`src/rtl/hsvc_pkg.sv`:
```
package hsvc_pkg;

   localparam int HueWidth   = 9;
   localparam int ChanWidth  = 8;
   localparam int RemWidth   = 6;
   localparam int KWidth     = 14;
   localparam int NumWidth   = 22;
   localparam int RecipWidth = 23;
   localparam int RecipShift = 36;
   localparam int ProdWidth  = NumWidth + RecipWidth;

   localparam int FullScaleDen = 15300;

   localparam logic [HueWidth-1:0]  HueWrap    = 9'd360;
   localparam logic [RemWidth-1:0]  SectorSpan = 6'd60;
   localparam logic [KWidth-1:0]    KFull      = 14'd15300;
   localparam logic [NumWidth-1:0]  RoundBias  = 22'd7650;
   localparam logic [ChanWidth-1:0] GreyLimit  = 8'd2;

   localparam longint unsigned RecipFull =
      ((64'd1 << RecipShift) + 64'(FullScaleDen) - 64'd1) / 64'(FullScaleDen);
   localparam logic [RecipWidth-1:0] RecipLevel = RecipWidth'(RecipFull);

   localparam logic [2:0] SectorRedYellow    = 3'd0;
   localparam logic [2:0] SectorYellowGreen  = 3'd1;
   localparam logic [2:0] SectorGreenCyan    = 3'd2;
   localparam logic [2:0] SectorCyanBlue     = 3'd3;
   localparam logic [2:0] SectorBlueMagenta  = 3'd4;
   localparam logic [2:0] SectorMagentaRed   = 3'd5;

endpackage

```
`src/rtl/hsvc_level.sv`:
```
module hsvc_level
   import hsvc_pkg::*;
(
   input  logic                 clock,
   input  logic                 enable,
   input  logic [ChanWidth-1:0] sat,
   input  logic [ChanWidth-1:0] val,
   input  logic [RemWidth-1:0]  mul,
   output logic [ChanWidth-1:0] level
);

   logic [KWidth-1:0]    k_ff;
   logic [KWidth-1:0]    k_in;
   logic [ChanWidth-1:0] val_ff;
   logic [NumWidth-1:0]  num_ff;
   logic [NumWidth-1:0]  num_in;
   logic [ProdWidth-1:0] prod;
   logic [ChanWidth-1:0] level_ff;
   logic [ChanWidth-1:0] level_in;

   // Each level is round(val * k / 15300) with k = 15300 - sat * mul; the
   // division is an exact multiply by a scaled reciprocal.
   assign k_in     = KFull - (KWidth'(sat) * KWidth'(mul));
   assign num_in   = (NumWidth'(val_ff) * NumWidth'(k_ff)) + RoundBias;
   assign prod     = ProdWidth'(num_ff) * ProdWidth'(RecipLevel);
   assign level_in = prod[RecipShift +: ChanWidth];

   always_ff @(posedge clock) begin
      if (enable) begin
         k_ff     <= k_in;
         val_ff   <= val;
         num_ff   <= num_in;
         level_ff <= level_in;
      end
   end

   assign level = level_ff;

endmodule

```
`config.mk`:
```
export PLATFORM = sky130hd
export DESIGN_NAME = hsvc_level
export DESIGN_NICKNAME = d
export VERILOG_FILES = /design/src/rtl/hsvc_pkg.sv /design/src/rtl/hsvc_level.sv
export SDC_FILE = /design/constraint.sdc
export NUM_CORES = 1
export LEC_CHECK = 0
export BUFFER_PORTS_ARGS = -buffer_cell sky130_fd_sc_hd__buf_4
export CAP_MARGIN = 20
export CORE_MARGIN = 2
export CORE_UTILIZATION = 66
export DETAILED_ROUTE_END_ITERATION = 6
export PLACE_DENSITY_LB_ADDON = 0.25
export SLEW_MARGIN = 20
export SYNTH_ARGS = -nofsm -noshare
export SYNTH_HDL_FRONTEND = slang
export SYNTH_SLANG_ARGS = --single-unit
```
`constraint.sdc`:
```
create_clock -name clock -period 6.8 [get_ports clock]
set_clock_uncertainty 0.15 [all_clocks]
set_input_delay 0 -clock clock [delete_from_list [all_inputs] [get_ports clock]]
set_output_delay 0 -clock clock [all_outputs]
set_load 0.05 [all_outputs]
```
Word level (Yosys, flattened, before mapping)
Cells that the tools add are included.

Register bits: 52. Input bits: 24. Output and inout port bits: 8. Word-level logic and storage cells: 9.

Add/sub/neg operators: 2. $mul: 3.

Operator list (count): $mul A22 B22 Y43 const B (1); $add A22 B13 Y22 const B (1); $mul A8 B14 Y22 (1); $mul A8 B6 Y14 (1); $sub A14 B14 Y14 const A (1).

Depth between registers and ports, before layout
Word-level depth: 2. Gate-level depth with buffers: 21. Depth with buffers taken out: 21.

Worst setup path after synthesis
No wires, ideal clock.

Path kind: register -> register. Start point: reg num_ff[13]. End point: reg level_ff[5], in the netlist level[5], data pin. Library setup time: 0.266 ns. Data arrival time: 5.255 ns. Data required time: 6.384 ns. Setup slack: 1.129 ns. Stages on the path, launching flop included: 22. Path buffers: 0. Period minus slack after synthesis: 5.671 ns. Cells stage by stage: edfxtp_1 -> ha_1 -> fa_1 -> inv_1 -> fa_1 -> inv_1 -> ha_1 -> inv_1 -> fa_1 -> inv_1 -> fa_1 -> inv_1 -> fa_1 -> inv_1 -> ha_1 -> nand4_1 -> nor4_1 -> o22ai_2 -> o221ai_1 -> nand2_1 -> nor4bb_1 -> nor3_1.

Cells in the longest elaborated chain, start to end: 1.

Ends and longest elaborated chain: start, declared (line hsvc_level.sv:15) `logic [NumWidth-1:0] num_ff;`; start signal, assigned (line hsvc_level.sv:32) `num_ff <= num_in;`; $mul A22 B22 Y43 (line hsvc_level.sv:25) `assign prod = ProdWidth'(num_ff) * ProdWidth'(RecipLevel);`; net prod[41] (line hsvc_level.sv:17) `logic [ProdWidth-1:0] prod;`; end signal, assigned (line hsvc_level.sv:33) `level_ff <= level_in;`; end, declared (line hsvc_level.sv:18) `logic [ChanWidth-1:0] level_ff;`.

The timed path passes the listed nets, and every way through them passes these cells. A chain may end at the register's enable or synchronous reset.

Worst setup path after layout
Start point: reg num_ff[14]. End point: reg level_ff[6], in the netlist level[6], data pin.

The elaborated chain is that of the path after synthesis.

==> metrics.yaml <==
outcome:
  status: "completed"
clock_network:
  root_buffer: "clkbuf_16"
  clkTransAtPathRegs_ns: 0.08
  htreeDepth: 2
  cts.sinks: 52
  cts_buffer_depth: 2
  cts-resized-gates: 0
  numCtsBuffers: 5
  cts_tree: "yes"
  clk_latency_ns: 0.31
grt:
  grt_pass1_wl_um: 46100
  grt_pass1_vias: 9997
  antenna_found_initial: 0
  grt_usage_pct: 26.7
  globalRouteOverflowTotal: 0
  grt_max_degree: 53
setup_path:
  worstPathArrival_ns: 6.08
  reg2reg_slack_ns: 0.61
  rr_worst_depth: 19
  crit_top_cell: "fa_1"
  rr_endpoint: "level[6]"
  critPathLaunchType: "register"
  path_max_fanout: 7
  cp.required_ns: 6.69
  crit_path_end_kind: "register"
  path_class: "register to register"
  crit_path_cell_trace: "ha_1 -> fa_1 -> inv_1 -> fa_1 -> inv_1 -> ha_1 -> fa_1 -> fa_1 -> inv_1 -> fa_1 -> inv_1 -> ha_1 -> o21a_1 -> o21ai_0 -> or2_2 -> o22ai_1 -> o21a_1 -> o311ai_0 -> a21oi_1"
  slowest_delay_ns: 0.56
  cpMaxStageDelayCell: "edfxtp_1"
  r2r_start: "num_ff[14]"
min_path:
  whs_path_depth: 1
  holdPathEnd: "k_ff[13]"
  hp-start: "enable"
  min_path_type: "primary input to register"
synth:
  synth_edf_count: 52
  syn_area_um2: 13300
  synth_area_leader_cell: "fa_1"
  synth.distinct_cells: 56
  seq_area_frac_synth_pct: 11.8
  syn_nets: 1857
  synth_top_area_share_pct: 32.0
  yosys_warnings: 0
  syn_area_per_cell_um2: 9.95
  synthArstFlopShare_pct: 0
  synth.top_cells.by_area: "fa_1 (32%), ha_1 (27%), edfxtp_1 (12%)"
  netlist_instances: 1333
  ys_ff_latch: 52
  synth_top_flop_cell: "edfxtp_1"
drt:
  wl_per_cell_um: 16.2
  ant_nets: 0
  drtIter0Drc: 347
  drt_pre_antenna_iters: 4
  drt-total-wl_um: 26600
  drc: 0
  vias: 9197
  via_per_inst: 5.60
layout:
  area_delta_synth_final_pct: 6.20
  nNetsFinal: 1899
  fin_util_pct: 71.9
  fillers: 1476
  layout-drive-gt1-share_pct: 3.63
  antenna_cells: 0
floorplan:
  fp.dieW_um: 146
  start_util_pct: 67.7
  core-area_um2: 19600
  die-area_um2: 21200
  fp-row-count: 51
  die_y_um: 146
  io_pins: 32
sta:
  slew_viol_final: 0
  period_share_pct: 91.0
  setup_viol: 0
  fin_setup_tns_ns: 0
  worstMarginPinSlew_ns: 0.705
  max_clock_freq_mhz: 162
  min_period_ns: 6.19
  hold_viol_final: 0
  max_slew_margin_pct: 53.0
  rsz0062_at_grt: "no"
  holdWs_ns: 0.126
flow_run:
  drv_cap: 0
placed_design:
  gp_congestion: 0.905
  io_buffers: 31
  hpwlAfterDp_um: 23400
[routing by layer]
metal / GRT usage [%] / wire (µm) / vias to the layer above
li1: - / - / 4355
met1: 32.9 / 11100 / 4592
met2: 49.3 / 14000 / 189
met3: 3.04 / 832 / 61
met4: 8.09 / 750 / 0
met5: 0 / 0 / -
[cell usage after synthesis, types with 3 or more instances]
cell type and number:
a211oi_1 6, o21a_1 6, nand2_1 100, and2_1 77
edfxtp_1 52, inv_1 339, fa_1 212, xnor2_1 23
o21bai_1 6, ha_1 288, o211ai_1 7, nor2_1 31
a21oi_1 34, o311ai_0 3, a21boi_0 3, a21o_1 13
or3_1 3, nand2b_1 3, nor2b_1 4, a21oi_2 3
xor2_1 11, nand3_1 12, o31a_1 3, clkbuf_1 8
nor3_1 13, o21ai_0 21, nand4_1 13
[cells by family after synthesis]
family	synth area share (%)
buffers and inverters	9.82
adders and majority gates	59.2
xor gates and xnor gates	2.25
DFF	11.8
AOI/OAI and AO/OA	6.52
muxes	0.0755
and+or+nand+nor	10.4
[registers in the layout (all words and copies together), names as in the netlist]
name    cells
k_ff       14
num_ff     22
val_ff      8
level       8
[area by class of cell]
| class | count | area [µm²] | share of cell area, % |
|---|---|---|---|
| Clock buffer | 6 | 129 | 0.915 |
| Clock inverter | 2 | 38.8 | 0.275 |
| Inverter | 339 | 1270 | 9.04 |
| Multi-Input combinational cell | 934 | 10400 | 73.8 |
| Sequential cell | 52 | 1560 | 11.1 |
| Tap cell | 265 | 332 | 2.35 |
| Timing Repair Buffer | 43 | 353 | 2.51 |
[how the worst max path moves through the flow]
stage                    start  endpoint  slack [ns]  cells past startpoint
floorplan           num_ff[13]  level[5]        1.13                     21
global placement    num_ff[13]  level[7]        0.74                     20
detailed placement  num_ff[14]  level[6]        0.59                     19
CTS                 num_ff[14]  level[6]        0.56                     19
global route        num_ff[13]  level[4]        0.33                     21
finish              num_ff[14]  level[6]        0.61                     19
[stage by stage]
step	cell area, µm²	cells	worst slack [ns]
after floorplan	13300	1333	1.13
after global placement	13800	1621	0.743
after detailed placement	13800	1621	0.589
after CTS	14100	1641	0.555
after global routing	14100	1641	0.330
final	14100	1641	0.613
[cell usage in the layout (no fill, tap or decap), types with 4 or more instances in the layout]
cell type	Yosys	layout
o21bai_1	6	6
nand3_1	12	12
ha_1	288	288
nor2_1	31	31
o21a_1	6	6
o211ai_1	7	7
nor2b_1	4	4
and2_1	77	77
clkbuf_16	0	5
inv_1	339	339
nand2_1	100	100
fa_1	212	212
xnor2_1	23	23
nor3_1	13	13
a211oi_1	6	6
xor2_1	11	11
edfxtp_1	52	52
a21oi_1	34	34
nand4_1	13	13
buf_4	0	31
dlygate4sd3_1	0	12
o21ai_0	21	21
a21o_1	13	13
[critical path, delay by kind of cell, from the launching register on]
| family | cells | cell delay [ns] |
|---|---|---|
| AOI/OAI and AO/OA | 6 | 1.30 |
| adders and majority gates | 8 | 3.50 |
| buffers and inverters | 4 | 0.20 |
| DFF | 1 | 0.56 |
| and+or+nand+nor | 1 | 0.20 |
[timing repair]
item,4_1_cts,5_1_grt
buffers inserted,0,0
hold endpoints to repair,10,0
hold buffers,12,0
Power is left out: the tool's default activity adds up to more than one toggle a clock period on the data nets, which glitch-free logic cannot reach.
